`config.mk`:
```
export PLATFORM = sky130hd
export DESIGN_NAME = mips_ctrl
export DESIGN_NICKNAME = d
export VERILOG_FILES = /design/src/hdl/mips_pkg.sv /design/src/hdl/mips_ctrl.sv
export SDC_FILE = /design/constraint.sdc
export NUM_CORES = 1
export LEC_CHECK = 0
export BUFFER_PORTS_ARGS = -buffer_cell sky130_fd_sc_hd__buf_2
export CAP_MARGIN = 20
export CORE_AREA = 8 8 45 47
export CTS_CLUSTER_SIZE = 40
export DETAILED_ROUTE_END_ITERATION = 10
export DIE_AREA = 0 0 53 55
export SLEW_MARGIN = 10
export SYNTH_ARGS = -nofsm -noshare
export SYNTH_HDL_FRONTEND = slang
export SYNTH_SLANG_ARGS = --single-unit
```
`constraint.sdc`:
```
create_clock -name aclk -period 3.98 [get_ports aclk]
set_clock_uncertainty 0.2 [all_clocks]
set_input_delay 0.398 -clock aclk [delete_from_list [all_inputs] [get_ports aclk]]
set_output_delay 0.398 -clock aclk [all_outputs]
set_load 0.01 [all_outputs]
```
`src/hdl/mips_pkg.sv`:
```
// Package for the MIPS32 instruction executor: opcodes, funct codes, sizes,
// controller/datapath command and status structs. No dependencies.
`default_nettype none
package mips_pkg;

    localparam int DATA_BYTES = 4096;
    localparam int MEM_AW     = $clog2(DATA_BYTES);
    localparam logic [31:0] RESET_PC = 32'h0040_0000;
    localparam logic [31:0] EXIT_CODE = 32'h0000_000a;

    // opcodes
    localparam logic [5:0] OP_RTYPE  = 6'h00;
    localparam logic [5:0] OP_REGIMM = 6'h01;
    localparam logic [5:0] OP_J      = 6'h02;
    localparam logic [5:0] OP_JAL    = 6'h03;
    localparam logic [5:0] OP_BEQ    = 6'h04;
    localparam logic [5:0] OP_BNE    = 6'h05;
    localparam logic [5:0] OP_BLEZ   = 6'h06;
    localparam logic [5:0] OP_BGTZ   = 6'h07;
    localparam logic [5:0] OP_ADDI   = 6'h08;
    localparam logic [5:0] OP_ADDIU  = 6'h09;
    localparam logic [5:0] OP_ANDI   = 6'h0c;
    localparam logic [5:0] OP_ORI    = 6'h0d;
    localparam logic [5:0] OP_XORI   = 6'h0e;
    localparam logic [5:0] OP_LUI    = 6'h0f;
    localparam logic [5:0] OP_LB     = 6'h20;
    localparam logic [5:0] OP_LH     = 6'h21;
    localparam logic [5:0] OP_LW     = 6'h23;
    localparam logic [5:0] OP_LBU    = 6'h24;
    localparam logic [5:0] OP_LHU    = 6'h25;
    localparam logic [5:0] OP_SB     = 6'h28;
    localparam logic [5:0] OP_SH     = 6'h29;
    localparam logic [5:0] OP_SW     = 6'h2b;

    // R-type funct
    localparam logic [5:0] FN_SLL  = 6'h00;
    localparam logic [5:0] FN_SRL  = 6'h02;
    localparam logic [5:0] FN_SRA  = 6'h03;
    localparam logic [5:0] FN_SLLV = 6'h04;
    localparam logic [5:0] FN_SRLV = 6'h06;
    localparam logic [5:0] FN_SRAV = 6'h07;
    localparam logic [5:0] FN_JR   = 6'h08;
    localparam logic [5:0] FN_JALR = 6'h09;
    localparam logic [5:0] FN_SYSC = 6'h0c;
    localparam logic [5:0] FN_MFHI = 6'h10;
    localparam logic [5:0] FN_MTHI = 6'h11;
    localparam logic [5:0] FN_MFLO = 6'h12;
    localparam logic [5:0] FN_MTLO = 6'h13;
    localparam logic [5:0] FN_MULT = 6'h18;
    localparam logic [5:0] FN_MULTU = 6'h19;
    localparam logic [5:0] FN_DIV  = 6'h1a;
    localparam logic [5:0] FN_DIVU = 6'h1b;
    localparam logic [5:0] FN_ADD  = 6'h20;
    localparam logic [5:0] FN_ADDU = 6'h21;
    localparam logic [5:0] FN_SUB  = 6'h22;
    localparam logic [5:0] FN_SUBU = 6'h23;
    localparam logic [5:0] FN_AND  = 6'h24;
    localparam logic [5:0] FN_OR   = 6'h25;
    localparam logic [5:0] FN_XOR  = 6'h26;
    localparam logic [5:0] FN_NOR  = 6'h27;
    localparam logic [5:0] FN_SLT  = 6'h2a;
    localparam logic [5:0] FN_SLTU = 6'h2b;

    // REGIMM rt
    localparam logic [4:0] RI_BLTZ   = 5'h00;
    localparam logic [4:0] RI_BGEZ   = 5'h01;
    localparam logic [4:0] RI_BLTZAL = 5'h10;
    localparam logic [4:0] RI_BGEZAL = 5'h11;

    // controller to datapath
    typedef struct packed {
        logic clear_step;   // write zero to clear row, advance clear pointer
        logic latch;        // capture instruction, read operands
        logic decode;       // decode and start multi-cycle work
        logic mem_step;     // run one byte of a load or store
        logic div_step;     // one bit of divide
        logic commit;       // update state, load output register
        logic out_take;     // output register drained
    } ctl_cmd_t;

    // datapath to controller
    typedef struct packed {
        logic clear_done;
        logic need_mem;
        logic mem_last;
        logic need_div;
        logic div_last;
        logic stopped;
    } ctl_sts_t;

endpackage
`default_nettype wire

```
`src/hdl/mips_ctrl.sv`:
```
// Controller of the MIPS32 executor: sequences clear, capture, memory and
// divide steps, commit and output handshake. Uses mips_pkg.
`default_nettype none
module mips_ctrl (
    input  wire logic               aclk,
    input  wire logic               aresetn,
    input  wire logic               s_tvalid,
    output logic                    s_tready,
    output logic                    m_tvalid,
    input  wire logic               m_tready,
    output logic                    cfg_ready,
    input  wire mips_pkg::ctl_sts_t sts,
    output mips_pkg::ctl_cmd_t      cmd
);
    import mips_pkg::*;

    typedef enum logic [5:0] {
        ST_CLEAR = 6'b000001,
        ST_IDLE  = 6'b000010,
        ST_DEC   = 6'b000100,
        ST_MEM   = 6'b001000,
        ST_DIV   = 6'b010000,
        ST_DONE  = 6'b100000
    } state_t;

    state_t state_reg, state_next;
    logic   ovalid_reg;
    logic   tail_reg;   // set after the last memory step, to land the last load byte

    // the output register parts the sides; commit waits for it instead
    assign s_tready  = (state_reg == ST_IDLE);
    assign m_tvalid  = ovalid_reg;
    assign cfg_ready = (state_reg == ST_IDLE) || (state_reg == ST_CLEAR);

    always_comb begin
        cmd = '0;
        state_next = state_reg;
        case (state_reg)
            ST_CLEAR: begin
                cmd.clear_step = !sts.clear_done;
                if (sts.clear_done) state_next = ST_IDLE;
            end
            ST_IDLE: begin
                if (s_tvalid && s_tready) begin
                    cmd.latch = 1'b1; state_next = ST_DEC;
                end
            end
            ST_DEC: begin
                cmd.decode = 1'b1;
                if (sts.stopped) state_next = ST_DONE;
                else if (sts.need_mem) state_next = ST_MEM;
                else if (sts.need_div) state_next = ST_DIV;
                else state_next = ST_DONE;
            end
            ST_MEM: begin
                if (!tail_reg) cmd.mem_step = 1'b1;
                if (tail_reg) state_next = ST_DONE;
            end
            ST_DIV: begin
                cmd.div_step = 1'b1;
                if (sts.div_last) state_next = ST_DONE;
            end
            ST_DONE: begin
                if (!ovalid_reg || m_tready) begin
                    cmd.commit = 1'b1; state_next = ST_IDLE;
                end
            end
            default: state_next = ST_IDLE;
        endcase
        cmd.out_take = ovalid_reg && m_tready;
    end

    always_ff @(posedge aclk) begin
        if (!aresetn) begin
            state_reg <= ST_CLEAR; ovalid_reg <= 1'b0; tail_reg <= 1'b0;
        end else begin
            state_reg <= state_next;
            tail_reg  <= (state_reg == ST_MEM) && !tail_reg && sts.mem_last;
            if (cmd.commit) ovalid_reg <= 1'b1;
            else if (cmd.out_take) ovalid_reg <= 1'b0;
        end
    end

    // no input is taken before the clearing pass ends
    a_no_in_clear: assert property (@(posedge aclk) disable iff (!aresetn)
        (state_reg == ST_CLEAR) |-> !s_tready) else $error("input during clear");
    // a commit never overwrites an untaken result
    a_no_overwrite: assert property (@(posedge aclk) disable iff (!aresetn)
        cmd.commit |-> (!ovalid_reg || m_tready)) else $error("result lost");
    // a commit always presents a result next cycle
    a_commit_out: assert property (@(posedge aclk) disable iff (!aresetn)
        cmd.commit |=> m_tvalid) else $error("result missing");
endmodule
`default_nettype wire

```
## Word-level counts from Yosys, hierarchy flattened

Index checks and enable logic that the tools add are counted.

| word-level totals | value |
|---|---|
| input port bits | 10 |
| register bits after elaboration | 8 |

| cells by class | value |
|---|---|
| reduce and logical (&&, ||, !) cells | 11 |
| equal/unequal tests | 11 |
| muxes and demuxes | 20 |

Operators by type and width:

| operator | count |
|---|---|
| $mux W6 | 8 |
| $pmux W6 S6 | 1 |
| $mux W1 | 11 |
| $ne A2 B2 Y1 const B | 4 |
| $eq A6 B1 Y1 const B | 1 |
| $eq A6 B2 Y1 const B | 1 |
| $eq A6 B3 Y1 const B | 1 |
| $eq A6 B4 Y1 const B | 1 |
| $eq A6 B5 Y1 const B | 1 |
| $eq A6 B6 Y1 const B | 1 |
| $reduce_and A5 Y1 | 1 |
| $logic_and A1 B1 Y1 | 4 |
| $logic_not A1 Y1 | 3 |
| $logic_or A1 B1 Y1 | 2 |
| $ne A2 B1 Y1 const B | 1 |
| $reduce_bool A2 Y1 | 1 |

## Depth between registers and ports, before layout

Gate-level depths: netlist (run 1).

| logic depth | value |
|---|---|
| depth after elaboration | 5 |
| depth in mapped cells | 5 |

## Worst setup path after synthesis (run 1)

OpenSTA, ideal clock, no wires.

| path | value |
|---|---|
| kind | register -> output |
| from | reg state_reg[5] |
| to | out cmd[5] in the netlist's numbering |
| data arrival time | 1.388 ns |
| data required time | 3.382 ns |
| slack | 1.994 ns |
| buffers on the path | 0 |
| stages on the path, launching flop included | 4 |
| cell sequence | dfxtp_1 > or4_4 > nor2_1 > and2_1 |

RTL lines:

| what | RTL line | text |
|---|---|---|
| start, declared | mips_ctrl.sv:26 | `state_t state_reg, state_next;` |
| start signal, assigned | mips_ctrl.sv:77 | `state_reg <= state_next;` |
| end, declared | mips_ctrl.sv:13 | `output mips_pkg::ctl_cmd_t cmd` |

==> results of run 1 <==
## layer usage
layer | wire length (um) | part of all wire, %
met5 | 0 | 0
met4 | 13 | 1.2
met3 | 104 | 9.4
met2 | 493 | 44
met1 | 497 | 45
## synth_stat cells
master	n	share of area, %
inv_1	1	0.81
or4_1	1	1.6
o21ai_0	1	1.1
nand3b_1	1	1.6
mux2i_1	1	2.2
nor4b_1	3	5.6
nand2_1	3	2.4
or4_4	1	2.4
nor2b_1	2	2.7
nand3_1	1	1.1
nor3b_1	1	1.6
nor3_1	5	5.4
nor3_4	1	3.5
nand2b_1	4	5.4
buf_1	1	0.81
o31a_1	1	1.9
nor2_1	5	4.0
a32o_1	2	4.3
and2_1	2	2.7
or3_4	1	2.4
a21boi_0	1	1.6
and3_1	2	2.7
or2b_1	1	1.6
or2b_2	1	1.9
o21a_1	1	1.6
a21oi_1	1	1.1
dfxtp_1	8	34
a21o_1	1	1.6
## cells by family (layout without fill, tap and decap cells)
group | after synthesis | in the layout | share of synthesized area [%]
DFF | 8 | 8 | 34.4
and+or+nand+nor | 35 | 35 | 48.7
muxes | 1 | 1 | 2.15
AOI/OAI and AO/OA | 8 | 8 | 13.2
buffers and inverters | 2 | 23 | 1.61
## worst min path at each step
stage,to,cells after the start
CTS,tail_reg$_SDFF_PN0_,2
detailed placement,m_tvalid$_SDFFE_PN0P_,2
global route,tail_reg$_SDFF_PN0_,2
global placement,state_reg[5]$_SDFFE_PN0P_,2
floorplan,state_reg[5]$_SDFFE_PN0P_,2
finish,tail_reg$_SDFF_PN0_,2
## final cells by class
class | instances | area share (%)
multi-input combinational | 44 | 49.7
sequential | 8 | 26.7
timing repair buffer | 19 | 15.9
clock buffer | 3 | 3.76
tap | 16 | 3.34
inverter | 1 | 0.626
## critical path, stage by stage, from the launching register on
cell and delay [ns]:
dfxtp_1 0.37, or4_4 0.60, nor2_1 0.19, and2_1 0.14, buf_2 0.12
## metrics by stage
stage	area [um2]	power, W	cells
2_1_floorplan	465	0.000105	54
3_5_place_dp	577	0.000117	88
6_report	599	0.000176	91
5_1_grt	599	0.000187	91
4_1_cts	599	0.000178	91
3_3_place_gp	577	0.000117	88
## report_power, final
group / total (W) / switching [W] / internal [W] / leakage [nW]
clock network: 0.0000605 / 0.0000261 / 0.0000344 / 0.0138
registers: 0.0000851 / 0.00000246 / 0.0000826 / 0.0652
logic: 0.0000300 / 0.0000152 / 0.0000148 / 0.194
==> impl_metrics.json, run 1 <==
{
  "status": "complete, no violations",
  "final_util_pct": 43.3,
  "fin_setup_tns_ns": 0,
  "start_util_pct": 33.6,
  "grt_usage_pct": 8.05,
  "rrSetupSlack_ns": 2.08,
  "synth_fp_nets": 64,
  "num_io_pins": 20,
  "slew_violations": 0,
  "final_cell_mix": "buf_2 (19), dfxtp_1 (8), nor3_1 (5), nor2_1 (5), nand2b_1 (4)",
  "hp-class": "input port to flip-flop",
  "final_common_cell": "buf_2",
  "startpoint_type": "flip-flop",
  "cp-end-kind": "primary output",
  "critPathKind": "flip-flop to primary output",
  "overflow": 0,
  "cap_violations": 0,
  "area_growth_pct": 28.8,
  "hpwl_um": 894,
  "cts.sink_count": 8,
  "cts.path.max_buffers": 2,
  "grt_pass1_vias": 432,
  "grt_use_met3_pct": 3.21,
  "ys_ff_latch": 8,
  "cts-resized-gates": 0,
  "drtIter0Drc": 16,
  "setup_viol": 0,
  "fill_cells": 142,
  "period_needed_ns": 2.26,
  "antenna_cells": 0,
  "reg2reg_depth": 5,
  "whs_ns": 0.173,
  "worstHoldStart": "sts[3]",
  "grt_pass1_wl_mm": 1.73,
  "syn_avg_cell_area_um2": 8.62,
  "final_nets": 87,
  "required_ns": 3.38,
  "largest_reg_flops": 6,
  "ir_drop_mv": 0.127,
  "yosysWarnings": 0,
  "startpoint": "state_reg[5]$_SDFFE_PN0P_",
  "io_buffer_count": 19,
  "design.core.area_um2": 1380,
  "busiest_layer": "met2",
  "timing.fmax_ghz": 0.442,
  "routed_wl_mm": 1.11,
  "path_max_fanout": 8,
  "postRouteAntennaNets": 0,
  "syn_inst": 54,
  "grt_max_degree": 11,
  "worst_pin_slew_ns": 0.290,
  "clk_pin_slew_ns": 0.05,
  "vias": 473,
  "gp_congestion": 0.759,
  "power.leakage_nw": 0.273,
  "dieWidth_um": 53,
  "final-seq-area_um2": 160,
  "tritoncts": "built",
  "root_buffer": "clkbuf_4",
  "drive_gt1_share_pct": 34.7,
  "antenna_found_initial": 0,
  "drc": 0,
  "viasPerCell": 5.20,
  "dr.pass1.iters": 4,
  "worstPathArrival_ns": 1.66,
  "powerDensity_nw_per_um2": 293,
  "cp-endpoint": "cmd[5]",
  "htree_levels": 1,
  "synth_cell_types": 28,
  "hold_violations": 0,
  "netlist_area_um2": 465,
  "multiInputGateArea_um2": 298,
  "cts_setup_buffers": 0,
  "yosysSeqAreaShare_pct": 34.4,
  "slew_headroom_pct": 80.6,
  "timing.rr.start": "state_reg[4]$_SDFFE_PN0P_",
  "grt_use_met2_pct": 12.9,
  "rsz0062_at_grt": "false",
  "fp-row-count": 14,
  "r2r_end": "state_reg[3]$_SDFFE_PN0P_",
  "design.die.area_um2": 2920,
  "place_ws_ns": 1.98,
  "grt_use_met1_pct": 8.26,
  "fp.dieH_um": 55,
  "cts_hold_buf": 0,
  "wl_per_cell_um": 12.2,
  "numCtsBuffers": 3,
  "fin_crit_sh_pct": 56.8,
  "clk_latency_ns": 0.25,
  "finalWorstSetupSlack_ns": 1.72
}
No activity file was read; power rests on OpenSTA's default activity.
==> inputs of run 2 (changes only) <==
--- a/config.mk
+++ b/config.mk
@@ -5,12 +5,13 @@
 export SDC_FILE = /design/constraint.sdc
 export NUM_CORES = 1
 export LEC_CHECK = 0
+export ABC_AREA = 1
 export BUFFER_PORTS_ARGS = -buffer_cell sky130_fd_sc_hd__buf_2
 export CAP_MARGIN = 20
-export CORE_AREA = 8 8 45 47
+export CORE_AREA = 8 8 47 49
 export CTS_CLUSTER_SIZE = 40
 export DETAILED_ROUTE_END_ITERATION = 10
-export DIE_AREA = 0 0 53 55
+export DIE_AREA = 0 0 55 57
 export SLEW_MARGIN = 10
 export SYNTH_ARGS = -nofsm -noshare
 export SYNTH_HDL_FRONTEND = slang
==> constraint.sdc (replaced) <==
create_clock -name aclk -period 2.35 [get_ports aclk]
set_clock_uncertainty 0.2 [all_clocks]
set_input_delay 0.235 -clock aclk [delete_from_list [all_inputs] [get_ports aclk]]
set_output_delay 0.235 -clock aclk [all_outputs]
set_load 0.01 [all_outputs]
==> impl_metrics.json, run 2 <==
{
  "ys_ff_latch": 8,
  "antenna_cells": 0,
  "final_cell_mix": "inv_1 (20), buf_2 (19), nor2_1 (14), nand2_1 (11), dfxtp_1 (8)",
  "vias": 593,
  "hp-class": "input port to flip-flop",
  "fill_cells": 185,
  "yosysSeqAreaShare_pct": 29.6,
  "status": "complete, no violations",
  "dp.cells": 120,
  "cts-resized-gates": 0,
  "startpoint_type": "flip-flop",
  "netlist_top_cells_area": "dfxtp_1 (30%), inv_1 (14%), nor2_1 (9.7%)",
  "largest_reg_flops": 6,
  "power.leakage_nw": 0.420,
  "worstPathArrival_ns": 1.30,
  "synth_fp_nets": 94,
  "antenna_found_initial": 0,
  "overflow": 0,
  "period_needed_ns": 1.74,
  "holdPathStages": 2,
  "clk_latency_ns": 0.26,
  "syn_avg_cell_area_um2": 6.45,
  "design.core.area_um2": 1580,
  "timing.rr.start": "state_reg[5]$_SDFFE_PN0P_",
  "viasPerCell": 4.78,
  "final_nets": 119,
  "postRouteAntennaNets": 0,
  "critical-path-top-delay-family": "simple AND/OR/NAND/NOR gates",
  "netlist_area_um2": 542,
  "drc": 0,
  "hpwl_mm": 1.09,
  "r2r_end": "state_reg[3]$_SDFFE_PN0P_",
  "ys.flop_type": "dfxtp_1",
  "rrSetupSlack_ns": 0.90,
  "worstHoldStart": "aresetn",
  "final_util_pct": 43.8,
  "path_cells": "nor2_4 > nand3_1 > nor2_1 > buf_2",
  "start_util_pct": 34.4,
  "slew_headroom_pct": 85.7,
  "cap_violations": 0,
  "wl_per_cell_um": 10.8,
  "routed_wl_mm": 1.34,
  "grt_pass1_vias": 544,
  "final_common_cell": "inv_1",
  "grt_usage_pct": 9.10,
  "tritoncts": "built",
  "grt_max_degree": 9,
  "cts.path.max_buffers": 2,
  "dieWidth_um": 55,
  "yosys.area.top_type_share_pct": 29.6,
  "synth_cell_types": 14,
  "synth_commonest_cells": "inv_1 (20), nor2_1 (14), nand2_1 (11)",
  "cts.sink_count": 8,
  "fp-row-count": 15,
  "fp.dieH_um": 57,
  "rsz0062_at_grt": "false",
  "drtIter0Drc": 12,
  "worst-path-buf-inv": 1,
  "area_growth_pct": 27.5,
  "numCtsBuffers": 3,
  "synth_top_cell_by_area": "dfxtp_1",
  "io_buffer_count": 19,
  "ir_drop_mv": 0.352,
  "timing.fmax_ghz": 0.576,
  "cp-end-kind": "primary output",
  "fin_crit_sh_pct": 73.8,
  "required_ns": 1.91,
  "gp_congestion": 0.814,
  "synth_most_common_cell": "inv_1",
  "crit_path_max_incr_delay_ns": 0.35,
  "reg2reg_depth": 5,
  "hold_violations": 0,
  "slew_violations": 0,
  "async_flop_share_pct": 0,
  "clk_pin_slew_ns": 0.06,
  "drive_gt1_share_pct": 29.9,
  "powerDensity_nw_per_um2": 816,
  "syn_inst": 84,
  "grt_pass1_wl_mm": 2.21,
  "yosysWarnings": 0,
  "path_max_fanout": 7,
  "finalNonFillerCells": 124,
  "hold_path_end": "state_reg[0]$_SDFFE_PN1P_",
  "htree_levels": 1,
  "critPathKind": "flip-flop to primary output",
  "slowest_stage": "dfxtp_1",
  "dr.pass1.iters": 6,
  "startpoint": "state_reg[5]$_SDFFE_PN0P_",
  "root_buffer": "clkbuf_4",
  "worst_pin_slew_ns": 0.214,
  "design.die.area_um2": 3140,
  "synth_edf_count": 0,
  "fin_setup_tns_ns": 0,
  "setup_viol": 0,
  "num_io_pins": 20
}
==> run 2: stage by stage <==
step	hold slack (ns)	setup slack, ns	total power, W	area (um2)
final	0.0145	0.615	0.000564	691
after global placement	0.261	0.901	0.000454	658
after floorplan	0.105	1.05	0.000382	542
after detailed placement	0.263	0.886	0.000457	658
after CTS	0.0163	0.598	0.000568	691
after global routing	0.0241	0.476	0.000612	691
==> run 2: worst max path at each step <==
| stage | to | slack (ns) | cells past startpoint |
|---|---|---|---|
| after floorplan | cmd[5] | 1.05 | 4 |
| after global placement | cmd[5] | 0.90 | 4 |
| after detailed placement | cmd[5] | 0.89 | 4 |
| after CTS | cmd[5] | 0.60 | 4 |
| after global routing | cmd[5] | 0.48 | 4 |
| final | cmd[5] | 0.61 | 4 |
==> run 2: what timing repair did <==
item | CTS | global route
hold endpoints to repair | 1 | 0
setup buffers | 0 | 0
hold buffers | 1 | 0
==> run 2: power breakdown <==
part / total (W) / switching, W / leakage, nW / internal (W)
Clock: 0.000110 / 0.0000512 / 0.0138 / 0.0000587
Combinational: 0.000258 / 0.000160 / 0.341 / 0.0000981
Sequential: 0.000195 / 0.0000340 / 0.0656 / 0.000161
Total: 0.000564 / 0.000246 / 0.420 / 0.000318
==> run 2: area by class of cell <==
type                    instances  area [um2]  area share, %
flip-flops and latches          8         160           23.2
inverters                      20        75.1           10.9
well taps                      17        21.3           3.08
clock buffers                   3        22.5           3.26
repair buffers                 20         105           15.2
multi-input cells              56         307           44.4
==> run 2: per-layer routing <==
metal | vias to the layer above | track usage (%) | share of wire (%)
met5 | - | 0 | 0
met4 | 0 | 4.81 | 1.9
met3 | 5 | 2.60 | 10
met2 | 23 | 13.0 | 42
met1 | 251 | 11.8 | 46
li1 | 314 | - | -
==> run 2: logic make-up (layout without fill, tap and decap cells) <==
group                  after synthesis  in the layout  share of synthesized area, %
AOI/OAI and AO/OA                    5              5                          6.00
buffers and inverters               20             43                          13.9
and+or+nand+nor                     51             51                          50.6
DFF                                  8              8                          29.6
==> inputs of run 3 (changes only) <==
==> constraint.sdc (replaced) <==
create_clock -name aclk -period 1.7 [get_ports aclk]
set_clock_uncertainty 0.2 [all_clocks]
set_input_delay 0.17 -clock aclk [delete_from_list [all_inputs] [get_ports aclk]]
set_output_delay 0.17 -clock aclk [all_outputs]
set_load 0.01 [all_outputs]
==> impl_metrics.json, run 3 (synthesis results as in run 2) <==
{
  "fp.dieH_um": 57,
  "startpoint_type": "flip-flop",
  "slew_headroom_pct": 83.4,
  "wl_per_cell_um": 11.5,
  "clk_pin_slew_ns": 0.06,
  "drive_gt1_share_pct": 34.2,
  "cts.path.max_buffers": 2,
  "setup_viol": 0,
  "hold_path_end": "m_tvalid$_SDFFE_PN0P_",
  "vias": 607,
  "dr.pass1.iters": 4,
  "num_io_pins": 20,
  "tritoncts": "built",
  "antenna_cells": 0,
  "slew_violations": 0,
  "design.core.area_um2": 1580,
  "critPathKind": "flip-flop to primary output",
  "fin_crit_sh_pct": 95.4,
  "final_nets": 123,
  "holdPathStages": 4,
  "viasPerCell": 4.74,
  "overflow": 0,
  "antenna_found_initial": 0,
  "largest_reg_flops": 6,
  "root_buffer": "clkbuf_4",
  "design.die.area_um2": 3140,
  "fp-row-count": 15,
  "worstPathArrival_ns": 1.25,
  "cap_violations": 0,
  "final_common_cell": "inv_1",
  "finalNonFillerCells": 128,
  "r2r_end": "state_reg[5]$_SDFFE_PN0P_",
  "period_needed_ns": 1.62,
  "numCtsBuffers": 3,
  "powerDensity_nw_per_um2": 1120,
  "reg2reg_depth": 8,
  "required_ns": 1.33,
  "place_ws_ns": 0.260,
  "worstHoldStart": "m_tready",
  "hp-class": "input port to flip-flop",
  "path_max_fanout": 7,
  "worst_pin_slew_ns": 0.248,
  "timing.rr.start": "state_reg[5]$_SDFFE_PN0P_",
  "place_area_um2": 658,
  "gp_congestion": 0.830,
  "routed_wl_mm": 1.47,
  "status": "complete, no violations",
  "ir_drop_mv": 0.642,
  "htree_levels": 1,
  "cts.sink_count": 8,
  "clk_latency_ns": 0.26,
  "drtIter0Drc": 6,
  "final_util_pct": 47.5,
  "stdcell_area_um2": 748,
  "grt_pass1_vias": 594,
  "finalWorstSetupSlack_ns": 0.0790,
  "cp-end-kind": "primary output",
  "power.leakage_nw": 0.441,
  "whs_ns": 0.0440,
  "hold_violations": 0,
  "grt_usage_pct": 10.7,
  "start_util_pct": 34.4,
  "crit_path_max_incr_delay_ns": 0.35,
  "area_growth_pct": 38.1,
  "grt_max_degree": 9,
  "drc": 0,
  "grt_pass1_wl_mm": 2.48,
  "final_cell_mix": "inv_1 (20), buf_2 (19), nor2_1 (13), nand2_1 (11), dfxtp_1 (7)",
  "dp.cells": 120,
  "rsz0062_at_grt": "true",
  "slowest_stage": "dfxtp_2",
  "dieWidth_um": 55,
  "postRouteAntennaNets": 0,
  "hpwl_mm": 1.14,
  "io_buffer_count": 19,
  "rrSetupSlack_ns": 0.18,
  "path_cells": "nor2_4 > nand3_2 > nor2_1 > buf_2",
  "timing.fmax_ghz": 0.617
}
[run 3: cell count changes in the layout (fill, tap and decap cells not counted)]
cell           before  now
nand3_1             6    4
nand4_2             2    1
buf_4               0    2
dfxtp_1             8    7
nand3_2             1    3
nand4_4             0    1
dlygate4sd3_1       1    3
nor2_2              3    4
nor2_1             14   13
dfxtp_2             0    1
[run 3: stage by stage]
| step | TNS, ns | total power [W] |
|---|---|---|
| CTS | 0 | 0.000787 |
| finish | 0 | 0.000839 |
| global route | -0.0345 | 0.000917 |
| global placement | 0 | 0.000622 |
| floorplan | 0 | 0.000528 |
| detailed placement | 0 | 0.000630 |
[run 3: timing repair]
action / 4_1_cts / 5_1_grt
setup buffers: 0 / 2
hold endpoints to repair: 5 / 0
resized for setup: 0 / 5
endpoints found under the setup margin: 0 / 7
hold buffers: 3 / 0
[run 3: worst max path at each step]
stage	slack, ns	depth (start not counted)	from	to
2_1_floorplan	0.41	7	m_tvalid$_SDFFE_PN0P_	state_reg[5]$_SDFFE_PN0P_
3_3_place_gp	0.27	5	state_reg[2]$_SDFFE_PN0P_	state_reg[1]$_SDFFE_PN0P_
3_5_place_dp	0.26	5	state_reg[2]$_SDFFE_PN0P_	state_reg[1]$_SDFFE_PN0P_
4_1_cts	0.004	4	state_reg[2]$_SDFFE_PN0P_	cmd[5]
5_1_grt	-0.03	4	state_reg[3]$_SDFFE_PN0P_	cmd[5]
6_report	0.08	4	state_reg[4]$_SDFFE_PN0P_	cmd[5]
[run 3: where the power goes]
group	leakage (nW)	internal, W	switching [W]
Sequential	0.0660	0.000224	0.0000484
Clock	0.0138	0.0000811	0.0000689
Combinational	0.361	0.000168	0.000249
Total	0.441	0.000474	0.000366
[run 3: critical path: cells and delay by family, from the launching register on]
family	cells	cell delay, ns
DFF	1	0.35
and+or+nand+nor	3	0.50
buffers and inverters	1	0.14
[run 3: layout make-up]
type                       instances  area, um2
multi-input combinational         56        328
sequential                         8        161
clock buffer                       3       22.5
fill                             172        828
inverter                          20       75.1
timing repair buffer              24        140
tap                               17       21.3
[run 3: layer usage]
metal	part of all wire [%]	vias to the layer above	routed length [um]	GRT usage [%]
li1	-	323	-	-
met2	45	22	668	15.7
met4	3.5	0	52	6.53
met3	9.2	6	135	5.45
met1	42	256	617	11.8
met5	0	-	0	0
